==> src/fc_pkg.sv <==
// ----------------------------------------------------------------------------
// Fan curve package
// Widths, register indexes, reset values and word types of the fan curve.
// ----------------------------------------------------------------------------
package fc_pkg;

	localparam int TEMP_W     = 7;
	localparam int SPEED_W    = 7;
	localparam int SLOPE_W    = 14;
	localparam int PROD_W     = TEMP_W + SLOPE_W;
	localparam int CFG_IDX_W  = 3;
	localparam int CFG_DATA_W = 14;

	// Divide by 100 as a reciprocal multiply on a clamped product.
	localparam int DIV_SHIFT  = 20;
	localparam int CLAMP_W    = 14;
	localparam int QUOT_W     = 7;
	localparam logic [CLAMP_W-1:0] PROD_CLAMP = CLAMP_W'(100 * 101);
	localparam logic [CLAMP_W-1:0] DIV_RECIP  = CLAMP_W'(((1 << DIV_SHIFT) + 99) / 100);

	localparam logic [SPEED_W-1:0] SPEED_MAX = SPEED_W'(100);

	localparam logic [TEMP_W-1:0]  RST_TEMP_LOW   = TEMP_W'(55);
	localparam logic [TEMP_W-1:0]  RST_TEMP_HIGH  = TEMP_W'(80);
	localparam logic [SPEED_W-1:0] RST_FAN_LOW    = SPEED_W'(40);
	localparam logic [SPEED_W-1:0] RST_FAN_HIGH   = SPEED_W'(100);
	localparam logic [SLOPE_W-1:0] RST_SLOPE      = SLOPE_W'(240);
	localparam logic [TEMP_W-1:0]  RST_HYSTERESIS = TEMP_W'(2);
	localparam logic [TEMP_W-1:0]  RST_FAST_DELTA = TEMP_W'(5);
	localparam logic [TEMP_W-1:0]  RST_LAST_TEMP  = TEMP_W'(0);
	localparam logic [SPEED_W-1:0] RST_LAST_FAN   = SPEED_W'(1);

	typedef enum logic [CFG_IDX_W-1:0] {
		CFG_TEMP_LOW   = 3'd0,
		CFG_TEMP_HIGH  = 3'd1,
		CFG_FAN_LOW    = 3'd2,
		CFG_FAN_HIGH   = 3'd3,
		CFG_SLOPE      = 3'd4,
		CFG_HYSTERESIS = 3'd5,
		CFG_FAST_DELTA = 3'd6
	} cfg_idx_t;

	typedef struct packed {
		logic              sample_valid;
		logic [TEMP_W-1:0] temperature;
	} smp_t;

	typedef struct packed {
		logic               set_fan;
		logic [SPEED_W-1:0] fan_speed;
		logic               fast_poll;
	} cmd_t;

	typedef struct packed {
		logic [TEMP_W-1:0]  temp_low;
		logic [TEMP_W-1:0]  temp_high;
		logic [SPEED_W-1:0] fan_low;
		logic [SPEED_W-1:0] fan_high;
		logic [SLOPE_W-1:0] slope_x100;
		logic [TEMP_W-1:0]  hysteresis;
		logic [TEMP_W-1:0]  fast_delta;
	} cfg_t;

	// Curve segment pick and raw product, handed from mapping to decision.
	typedef struct packed {
		logic              is_low;
		logic              is_high;
		logic              sample_valid;
		logic [TEMP_W-1:0] temperature;
		logic [PROD_W-1:0] product;
	} map_t;

endpackage

==> src/fc_cfg.sv <==
// ----------------------------------------------------------------------------
// Fan curve configuration registers
// Holds the seven curve and hysteresis settings written through the cfg port.
// ----------------------------------------------------------------------------
module fc_cfg (
	input  logic                           clk,
	input  logic                           arst_n,
	input  logic                           cfg_valid,
	input  logic [fc_pkg::CFG_IDX_W-1:0]   cfg_index,
	input  logic [fc_pkg::CFG_DATA_W-1:0]  cfg_data,
	output fc_pkg::cfg_t                   cfg
);

	fc_pkg::cfg_t cfg_q;
	logic [fc_pkg::TEMP_W-1:0] data7;

	assign data7 = cfg_data[fc_pkg::TEMP_W-1:0];
	assign cfg   = cfg_q;

	always_ff @(posedge clk or negedge arst_n) begin
		if (!arst_n) begin
			cfg_q.temp_low   <= fc_pkg::RST_TEMP_LOW;
			cfg_q.temp_high  <= fc_pkg::RST_TEMP_HIGH;
			cfg_q.fan_low    <= fc_pkg::RST_FAN_LOW;
			cfg_q.fan_high   <= fc_pkg::RST_FAN_HIGH;
			cfg_q.slope_x100 <= fc_pkg::RST_SLOPE;
			cfg_q.hysteresis <= fc_pkg::RST_HYSTERESIS;
			cfg_q.fast_delta <= fc_pkg::RST_FAST_DELTA;
		end else if (cfg_valid) begin
			unique case (cfg_index)
				fc_pkg::CFG_TEMP_LOW:   cfg_q.temp_low   <= data7;
				fc_pkg::CFG_TEMP_HIGH:  cfg_q.temp_high  <= data7;
				fc_pkg::CFG_FAN_LOW:    cfg_q.fan_low    <= data7;
				fc_pkg::CFG_FAN_HIGH:   cfg_q.fan_high   <= data7;
				fc_pkg::CFG_SLOPE:      cfg_q.slope_x100 <= cfg_data[fc_pkg::SLOPE_W-1:0];
				fc_pkg::CFG_HYSTERESIS: cfg_q.hysteresis <= data7;
				fc_pkg::CFG_FAST_DELTA: cfg_q.fast_delta <= data7;
				default: ; // drop writes to unknown indexes
			endcase
		end
	end

endmodule

==> src/fc_map.sv <==
// ----------------------------------------------------------------------------
// Fan curve mapping stage
// Picks the curve segment and forms the slope product for one sample.
// ----------------------------------------------------------------------------
module fc_map (
	input  logic          clk,
	input  logic          load,
	input  fc_pkg::smp_t  smp_s1,
	input  fc_pkg::cfg_t  cfg,
	output fc_pkg::map_t  map_s2
);

	fc_pkg::map_t map_d;
	logic [fc_pkg::TEMP_W-1:0] rise;

	always_comb begin
		rise               = smp_s1.temperature - cfg.temp_low;
		map_d.is_low       = smp_s1.temperature <= cfg.temp_low;
		map_d.is_high      = smp_s1.temperature >= cfg.temp_high;
		map_d.sample_valid = smp_s1.sample_valid;
		map_d.temperature  = smp_s1.temperature;
		map_d.product      = fc_pkg::PROD_W'(rise) * fc_pkg::PROD_W'(cfg.slope_x100);
	end

	always_ff @(posedge clk) begin
		if (load) begin
			map_s2 <= map_d;
		end
	end

endmodule

==> src/fc_decide.sv <==
// ----------------------------------------------------------------------------
// Fan curve decision stage
// Scales the product to a speed, applies hysteresis and keeps the last command.
// ----------------------------------------------------------------------------
module fc_decide (
	input  logic          clk,
	input  logic          arst_n,
	input  logic          commit,
	input  fc_pkg::map_t  map_s2,
	input  fc_pkg::cfg_t  cfg,
	output fc_pkg::cmd_t  res
);

	logic [fc_pkg::TEMP_W-1:0]           last_temp_q;
	logic [fc_pkg::SPEED_W-1:0]          last_fan_q;
	logic [fc_pkg::TEMP_W-1:0]           diff;
	logic [fc_pkg::CLAMP_W-1:0]          prod_c;
	logic [2*fc_pkg::CLAMP_W-1:0]        recip_prod;
	logic [fc_pkg::QUOT_W-1:0]           quot;
	logic [fc_pkg::SPEED_W:0]            raw;
	logic [fc_pkg::SPEED_W-1:0]          speed;
	logic                                issue;

	always_comb begin
		diff = (last_temp_q > map_s2.temperature) ? last_temp_q - map_s2.temperature
		                                          : map_s2.temperature - last_temp_q;

		// Quotients past 100 saturate anyway, so clamp before the divide.
		if (map_s2.product > fc_pkg::PROD_W'(fc_pkg::PROD_CLAMP)) begin
			prod_c = fc_pkg::PROD_CLAMP;
		end else begin
			prod_c = map_s2.product[fc_pkg::CLAMP_W-1:0];
		end
		recip_prod = (2*fc_pkg::CLAMP_W)'(prod_c) * (2*fc_pkg::CLAMP_W)'(fc_pkg::DIV_RECIP);
		quot       = recip_prod[fc_pkg::DIV_SHIFT +: fc_pkg::QUOT_W];

		priority if (map_s2.is_low) begin
			raw = {1'b0, cfg.fan_low};
		end else if (map_s2.is_high) begin
			raw = {1'b0, cfg.fan_high};
		end else begin
			raw = {1'b0, cfg.fan_low} + {1'b0, quot};
		end
		speed = (raw > {1'b0, fc_pkg::SPEED_MAX}) ? fc_pkg::SPEED_MAX
		                                          : raw[fc_pkg::SPEED_W-1:0];

		issue = map_s2.sample_valid && (diff >= cfg.hysteresis) && (speed != last_fan_q);

		res.set_fan   = issue;
		res.fan_speed = issue ? speed : '0;
		res.fast_poll = map_s2.sample_valid && (diff > cfg.fast_delta);
	end

	always_ff @(posedge clk or negedge arst_n) begin
		if (!arst_n) begin
			last_temp_q <= fc_pkg::RST_LAST_TEMP;
			last_fan_q  <= fc_pkg::RST_LAST_FAN;
		end else if (commit && issue) begin
			last_temp_q <= map_s2.temperature;
			last_fan_q  <= speed;
		end
	end

endmodule

==> src/fan_curve_with_hysteresis_top.sv <==
// ----------------------------------------------------------------------------
// Fan curve with hysteresis, top level
// Three-register pipeline: sample register, curve map, hysteresis decision.
// ----------------------------------------------------------------------------
// Path: a sample accepted into smp_s1 moves through map_s2 into the output
//   register that raises cmd_valid. Throughput: one word per cycle while
//   no held command stalls the pipe; the slope multiply sits before the s2
//   register and the reciprocal divide, saturate and state update after it.
// Reset: clears the valid bits, restores all settings to their defaults and
//   sets last_temp to 0 and last_fan to 1. cfg_ready is always high.
module fan_curve_with_hysteresis_top (
	input  logic                           clk,
	input  logic                           arst_n,
	input  logic                           smp_valid,
	output logic                           smp_ready,
	input  fc_pkg::smp_t                   smp,
	output logic                           cmd_valid,
	input  logic                           cmd_ready,
	output fc_pkg::cmd_t                   cmd,
	input  logic                           cfg_valid,
	output logic                           cfg_ready,
	input  logic [fc_pkg::CFG_IDX_W-1:0]   cfg_index,
	input  logic [fc_pkg::CFG_DATA_W-1:0]  cfg_data
);

	fc_pkg::cfg_t cfg;
	fc_pkg::smp_t smp_s1;
	fc_pkg::map_t map_s2;
	fc_pkg::cmd_t res;
	fc_pkg::cmd_t cmd_q;
	logic         v_s1;
	logic         v_s2;
	logic         cmd_valid_q;
	logic         en_out;
	logic         en_s2;
	logic         en_s1;

	// Each stage advances when it is empty or the stage after it advances,
	// so bubbles collapse; a held command stalls the sample side only once
	// every stage holds a word.
	assign en_out    = !cmd_valid_q || cmd_ready;
	assign en_s2     = !v_s2 || en_out;
	assign en_s1     = !v_s1 || en_s2;
	assign smp_ready = en_s1;
	assign cfg_ready = 1'b1;
	assign cmd_valid = cmd_valid_q;
	assign cmd       = cmd_q;

	fc_cfg u_cfg (
		.clk       (clk),
		.arst_n    (arst_n),
		.cfg_valid (cfg_valid),
		.cfg_index (cfg_index),
		.cfg_data  (cfg_data),
		.cfg       (cfg)
	);

	// Stage 1: hold the accepted sample word.
	always_ff @(posedge clk) begin
		if (en_s1 && smp_valid) begin
			smp_s1 <= smp;
		end
	end

	// Stage 2: segment pick and slope product.
	fc_map u_map (
		.clk    (clk),
		.load   (en_s2 && v_s1),
		.smp_s1 (smp_s1),
		.cfg    (cfg),
		.map_s2 (map_s2)
	);

	// Decision: state updates only when the word moves into the output register.
	fc_decide u_decide (
		.clk    (clk),
		.arst_n (arst_n),
		.commit (en_out && v_s2),
		.map_s2 (map_s2),
		.cfg    (cfg),
		.res    (res)
	);

	always_ff @(posedge clk or negedge arst_n) begin
		if (!arst_n) begin
			v_s1        <= 1'b0;
			v_s2        <= 1'b0;
			cmd_valid_q <= 1'b0;
		end else begin
			if (en_s1) begin
				v_s1 <= smp_valid;
			end
			if (en_s2) begin
				v_s2 <= v_s1;
			end
			if (en_out) begin
				cmd_valid_q <= v_s2;
			end
		end
	end

	// Output register: hold the command word until it is taken.
	always_ff @(posedge clk) begin
		if (en_out && v_s2) begin
			cmd_q <= res;
		end
	end

endmodule

==> config.mk <==
export PLATFORM = sky130hd
export DESIGN_NAME = fan_curve_with_hysteresis_top
export DESIGN_NICKNAME = d
export VERILOG_FILES = /design/src/fc_pkg.sv /design/src/fc_cfg.sv /design/src/fc_map.sv /design/src/fc_decide.sv /design/src/fan_curve_with_hysteresis_top.sv
export SDC_FILE = /design/constraint.sdc
export NUM_CORES = 1
export LEC_CHECK = 0
export BUFFER_PORTS_ARGS = -buffer_cell sky130_fd_sc_hd__buf_2
export CORE_MARGIN = 4
export CORE_UTILIZATION = 27
export DETAILED_ROUTE_END_ITERATION = 16
export PLACE_DENSITY_LB_ADDON = 0.3
export SETUP_SLACK_MARGIN = 0.2
export SLEW_MARGIN = 10
export SYNTH_ARGS = -nofsm -noshare
export SYNTH_HDL_FRONTEND = slang
export SYNTH_SLANG_ARGS = --single-unit
==> constraint.sdc <==
create_clock -name clk -period 24.1 [get_ports clk]
set_input_delay 2.41 -clock clk [delete_from_list [all_inputs] [get_ports clk]]
set_output_delay 2.41 -clock clk [all_outputs]
set_load 0.01 [all_outputs]
Word-level counts from Yosys, hierarchy flattened

Cells that the tools add are included.

$add $sub $neg: 4
$mul: 2
Order comparisons: 7
Eq/ne operators: 7
Mux-type cells: 5
Reductions and logical operators: 21

Operators by type and width:

| cell                                                                    | number |
|---|---|
| 14-bit by 13-bit multiplier with 26-bit output (second input constant)  | 1 |
| 21-bit by 14-bit > comparator with 1-bit output (second input constant) | 1 |
| 7-bit by 14-bit multiplier with 21-bit output                           | 1 |
| 7-bit subtractor                                                        | 3 |
| 8-bit two-way mux                                                       | 2 |
| 7-bit >= comparator                                                     | 2 |
| 7-bit > comparator                                                      | 2 |
| 14-bit two-way mux                                                      | 1 |
| 7-bit two-way mux                                                       | 2 |
| 2-bit AND reduction                                                     | 7 |
| 3-bit == test (second input constant)                                   | 3 |
| 7-bit by 7-bit adder with 8-bit output                                  | 1 |
| 8-bit by 7-bit > comparator with 1-bit output (second input constant)   | 1 |
| 7-bit less-or-equal comparator                                          | 1 |
| 1-bit logical AND                                                       | 7 |
| 7-bit inequality test                                                   | 1 |
| 3-bit by 2-bit == test with 1-bit output (second input constant)        | 2 |
| 3-bit by 1-bit == test with 1-bit output (second input constant)        | 1 |
| 1-bit logical NOT                                                       | 3 |
| 3-bit logical NOT                                                       | 1 |
| 1-bit logical OR                                                        | 3 |

Register bits after elaboration: 121
Input bits: 30
Output and inout bits: 12
Logic and storage cells: 68

Depth between registers and ports, before layout

Depth after elaboration: 11
Depth in mapped cells: 38
Depth with buffers taken out: 35

Cells and area by module

A second synthesis with hierarchy kept.

Cell total of the unflattened synthesis: 1412
Area, all modules: 13858.3 µm²

Modules (own cells, without submodules):

| module                        | times used | cells each | area each (µm²) | sequential area each (µm²) |
|---|---|---|---|---|
| fc_decide                     | 1          | 683        | 5789.3          | 351.6 |
| fc_map                        | 1          | 571        | 5220.0          | 930.9 |
| fc_cfg                        | 1          | 127        | 2182.1          | 1425.1 |
| fan_curve_with_hysteresis_top | 1          | 31         | 666.9           | 585.6 |

Worst setup path after synthesis

OpenSTA, ideal clock, no wires.

Path kind: register to register
Start: register, netlist name u_map.map_s2[17]
End: register u_decide.last_fan_q[2] in the netlist's numbering
Setup time: 0.125 ns
Arrival: 8.365 ns
Data required time: 23.975 ns
Path slack: 15.610 ns
Stages on the path, launching flop included: 35
Path buffers: 4
Clock period less this slack: 8.490 ns
Path through: edfxtp_1 -> nor4_1 -> and3_1 -> clkbuf_1 -> o21a_1 -> clkbuf_1 -> clkbuf_1 -> nand2_1 -> ha_1 -> ha_1 -> fa_1 -> fa_1 -> inv_1 -> fa_1 -> inv_1 -> ha_1 -> a21o_1 -> a21oi_1 -> a2bb2oi_1 -> a21oi_1 -> a311o_1 -> o311ai_0 -> o21ai_0 -> a21oi_1 -> xnor2_1 -> ha_1 -> nor4b_1 -> a221o_1 -> a2111o_1 -> nand3_1 -> nor3b_1 -> a211o_1 -> o311ai_4 -> buf_8 -> mux2_4

Word-level cells in the longest chain between the ends: 11

Ends and longest elaborated chain:

| item                                                | line            | text |
|---|---|---|
| 21-bit by 14-bit > comparator with 1-bit output (*) | fc_decide.sv:29 | `if (map_s2.product > fc_pkg::PROD_W'(fc_pkg::PROD_CLAMP)) begin` |
| 14-bit two-way mux (*)                              | fc_decide.sv:29 |  |
| 14-bit by 13-bit multiplier with 26-bit output (*)  | fc_decide.sv:34 | `recip_prod = (2*fc_pkg::CLAMP_W)'(prod_c) * (2*fc_pkg::CLAMP_W)'(fc_pkg::DIV_RECIP);` |
| 7-bit by 7-bit adder with 8-bit output (*)          | fc_decide.sv:42 | `raw = {1'b0, cfg.fan_low} + {1'b0, quot};` |
| 8-bit two-way mux (*)                               | fc_decide.sv:39 | `end else if (map_s2.is_high) begin` |
| 8-bit two-way mux (*)                               | fc_decide.sv:37 | `priority if (map_s2.is_low) begin` |
| 8-bit by 7-bit > comparator with 1-bit output       | fc_decide.sv:44 | `speed = (raw > {1'b0, fc_pkg::SPEED_MAX}) ? fc_pkg::SPEED_MAX` |
| 7-bit two-way mux (*)                               | fc_decide.sv:44 |  |
| 7-bit inequality test                               | fc_decide.sv:47 | `issue = map_s2.sample_valid && (diff >= cfg.hysteresis) && (speed != last_fan_q);` |
| 1-bit logical AND                                   | fc_decide.sv:47 |  |
| 1-bit logical AND                                   | fc_decide.sv:58 | `end else if (commit && issue) begin` |
| end signal, assigned                                | fc_decide.sv:57 | `last_fan_q <= fc_pkg::RST_LAST_FAN;` |
| end signal, assigned                                | fc_decide.sv:60 | `last_fan_q <= speed;` |
| end, declared                                       | fc_decide.sv:15 | `logic [fc_pkg::SPEED_W-1:0] last_fan_q;` |

Every way passes the cells marked *; elsewhere a longest branch is shown, timed or not.
A chain may end at the register's enable or synchronous reset.

Worst setup path in the final report

Start: register, netlist name u_map.map_s2[1]
End: register u_decide.last_fan_q[1] in the netlist's numbering

Word-level cells in the longest chain between the ends: 11

Ends and longest elaborated chain:

| item                                               | line |
|---|---|
| 21-bit by 14-bit > comparator with 1-bit output    | fc_decide.sv:29 |
| 14-bit two-way mux (*)                             | fc_decide.sv:29 |
| 14-bit by 13-bit multiplier with 26-bit output (*) | fc_decide.sv:34 |
| 7-bit by 7-bit adder with 8-bit output (*)         | fc_decide.sv:42 |
| 8-bit two-way mux (*)                              | fc_decide.sv:39 |
| 8-bit two-way mux (*)                              | fc_decide.sv:37 |
| 8-bit by 7-bit > comparator with 1-bit output      | fc_decide.sv:44 |
| 7-bit two-way mux (*)                              | fc_decide.sv:44 |
| 7-bit inequality test                              | fc_decide.sv:47 |
| 1-bit logical AND                                  | fc_decide.sv:47 |
| 1-bit logical AND                                  | fc_decide.sv:58 |

Marked as above.

==> out/metrics.cfg <==
[routing]
routed_wirelength_um=27600
detail_route.first_pass.iterations=5
vias=8853
post_detailed_route_count_of_antenna_violating_nets=0
dr.first_iter.drc_count=414
drt_drc_violations_left=0
drt-wirelength-per-cell_um=14.3
via_per_inst=4.58

[sta]
finalWorstPathRequiredPeriod_ns=9.91
drv_slew=0
min_period_over_period=0.411
report.final.hold_viol_count=0
rsz0062_at_grt=no
clock_skew_ns=0.00806
maxClockFrequency_ghz=0.101
report.final.setup_viol=0
setup-tns-final_ns=0
relSlewSlack=0.277
tightest_slew_ns=1.08

[critical_path]
setup.worst_path.end_class=flop
critical_path_peak_fanout=35
cp.required_ns=24.40
cpMaxStageDelayCell=o21a_1
worst_ep_arrival_time_ns=10.21
crit_path_max_incr_delay_ns=0.84
timing.critical_path.mode_cell=ha_1
criticalPathCategory=flop to flop
setup.worst_path.start_class=flop

[synth]
yosys_warnings=0
post_synth.cell_area_avg_um2=9.95
syn_nets=1598
synth-edff-count=48
synth-seq-area-share=0.259
synth_top_flop_cell=dfrtp_1
netlist-cell-type-count=76
synthesis.instances=1279
post-synth-top-area-cell=fa_1
yosys-top-cells-area=fa_1 (18%), ha_1 (17%), edfxtp_1 (11%), dfrtp_1 (10%), inv_1 (6.5%)
yosys.cell_count.top_type=inv_1
async_reset_ff_frac=0.603
netlist.area_leader.share=0.176
yosys-top-cells-count=inv_1 (220), ha_1 (177), nand2_1 (126), fa_1 (112), dfrtp_1 (53)
mappedNetlistArea_mm2=0.0127
synth.ff_latch_count=121

[global_routing]
grt_max_degree=74
grt_remaining_overflow=0
grt_usage=0.114
first_global_vias=9237
grt_first_pass_wirelength_um=47500
grt_antenna_before_repair=0

[floorplanning]
initial_standard_cell_utilization_of_the_core=0.273
design.die.area_mm2=0.0507
num_io_pins=42
placement_rows=79
dieHeight_um=225
core_region_area_mm2=0.0466
fp.dieW_um=225

[layout]
insertedDiodeCount=0
synthToLayoutAreaGrowth_pct=11.7
layout.nets=1634
multi_input_area_mm2=0.00846
n_fill_cell=4818
post_route_cells_drive_above_1_share=0.118
final-seq-area_mm2=0.00329

[clock_network]
worst_setup_hold_path_clk_slew_ns=0.06
cts-root-buf=clkbuf_16
cts_tree=done
cts_buffer_depth=2
tritoncts_num_sinks=121
post-cts-setup-buffer-count=0
numCtsBuffers=17
ctsResizeCount=0
cts.hold.buffers_added=0
clock_latency_ns=0.42
h-tree-depth=4

[placement]
gp_congestion=0.833
place.detailed.hpwl_um=22400
buffer_ports.inserted=40

[worst_hold_path]
class_of_the_most_critical_hold_timing_path=flop to flop

[job]
maxCapViolations=0

[run_status]
run_status=completed

==> final timing paths <==
path                       cells past startpoint                                 end                       from  slack (ns)
setup reg to reg                              31  u_decide.last_fan_q[1]$_DFFE_PN0P_  u_map.map_s2[1]$_DFFE_PP_       14.19
min in group asynchronous                      1                    v_s2$_DFFE_PN0P_                     arst_n        2.14
hold / removal                                 0          u_map.map_s2[28]$_DFFE_PP_        smp_s1[7]$_DFFE_PP_        0.42
hold reg to reg                                0          u_map.map_s2[28]$_DFFE_PP_        smp_s1[7]$_DFFE_PP_        0.42
setup / recovery                              31  u_decide.last_fan_q[1]$_DFFE_PN0P_  u_map.map_s2[1]$_DFFE_PP_       14.19
max in group asynchronous                      1  u_decide.last_fan_q[5]$_DFFE_PN0P_                     arst_n       21.31
==> per-layer routing <==
| layer | GRT usage | share of wire |
|---|---|---|
| met5 | 0 | 0 |
| met4 | 0.0208 | 0.0064 |
| met3 | 0.0156 | 0.027 |
| met2 | 0.191 | 0.48 |
| met1 | 0.160 | 0.48 |
==> placed cells by master, fill, tap and decap left out, types with 39 or more instances in the layout <==
master and instances:
buf_2 39, mux2_2 46, nand2_1 126, edfxtp_1 48
inv_1 220, fa_1 112, o21ai_0 42, a21oi_1 44
dfrtp_1 53, ha_1 177, xnor2_1 46
==> cell families (layout without fill, tap and decap cells) <==
logic type               Yosys count  after routing  share of synthesized area
XOR/XNOR                          63             63                     0.0434
flip-flops                       121            121                      0.259
AO/OA/AOI/OAI                    173            173                     0.0913
adder cells (fa/ha/maj)          289            289                      0.350
other                              1              1                   0.000295
multiplexers                      61             61                     0.0541
buffers and inverters            252            301                     0.0764
AND/OR/NAND/NOR                  319            319                      0.125
==> worst max-delay path, delay by kind of cell, from the launching register on <==
kind / cells / cell delay [ns]
AO/OA/AOI/OAI: 14 / 5.02
buffers and inverters: 2 / 0.09
AND/OR/NAND/NOR: 6 / 0.96
adder cells (fa/ha/maj): 7 / 2.63
flip-flops: 1 / 0.50
multiplexers: 1 / 0.42
XOR/XNOR: 1 / 0.15
==> area by class of cell <==
type	instances	share of cell area
tap	607	0.0535
clock buffer	19	0.0312
multi-input combinational	906	0.596
clock inverter	13	0.0107
inverter	220	0.0581
sequential	121	0.232
timing repair buffer	49	0.0190
==> per-stage QoR <==
| step | hold WS [ns] | cells | cell area, um^2 | worst slack [ns] | utilization |
|---|---|---|---|---|---|
| 2_1_floorplan | 0.400 | 1279 | 12700 | 15.61 | - |
| 3_3_place_gp | 0.428 | 1903 | 13600 | 14.30 | 0.292 |
| 3_5_place_dp | 0.405 | 1903 | 13600 | 14.10 | 0.292 |
| 4_1_cts | 0.421 | 1935 | 14200 | 14.11 | 0.305 |
| 5_1_grt | 0.430 | 1935 | 14200 | 13.45 | 0.305 |
| 6_report | 0.420 | 1935 | 14200 | 14.19 | 0.305 |
==> state kept, by name (all words and copies together), names as in the netlist <==
register,cells
u_cfg.cfg,56
u_map.map_s2,31
cmd,9
smp_s1,8
u_decide.last_fan_q,7
u_decide.last_temp_q,7
cmd_valid,1
v_s1,1
v_s2,1
Power is left out: the tool's default activity adds up to more than one toggle a clock period on the data nets, which glitch-free logic cannot reach.
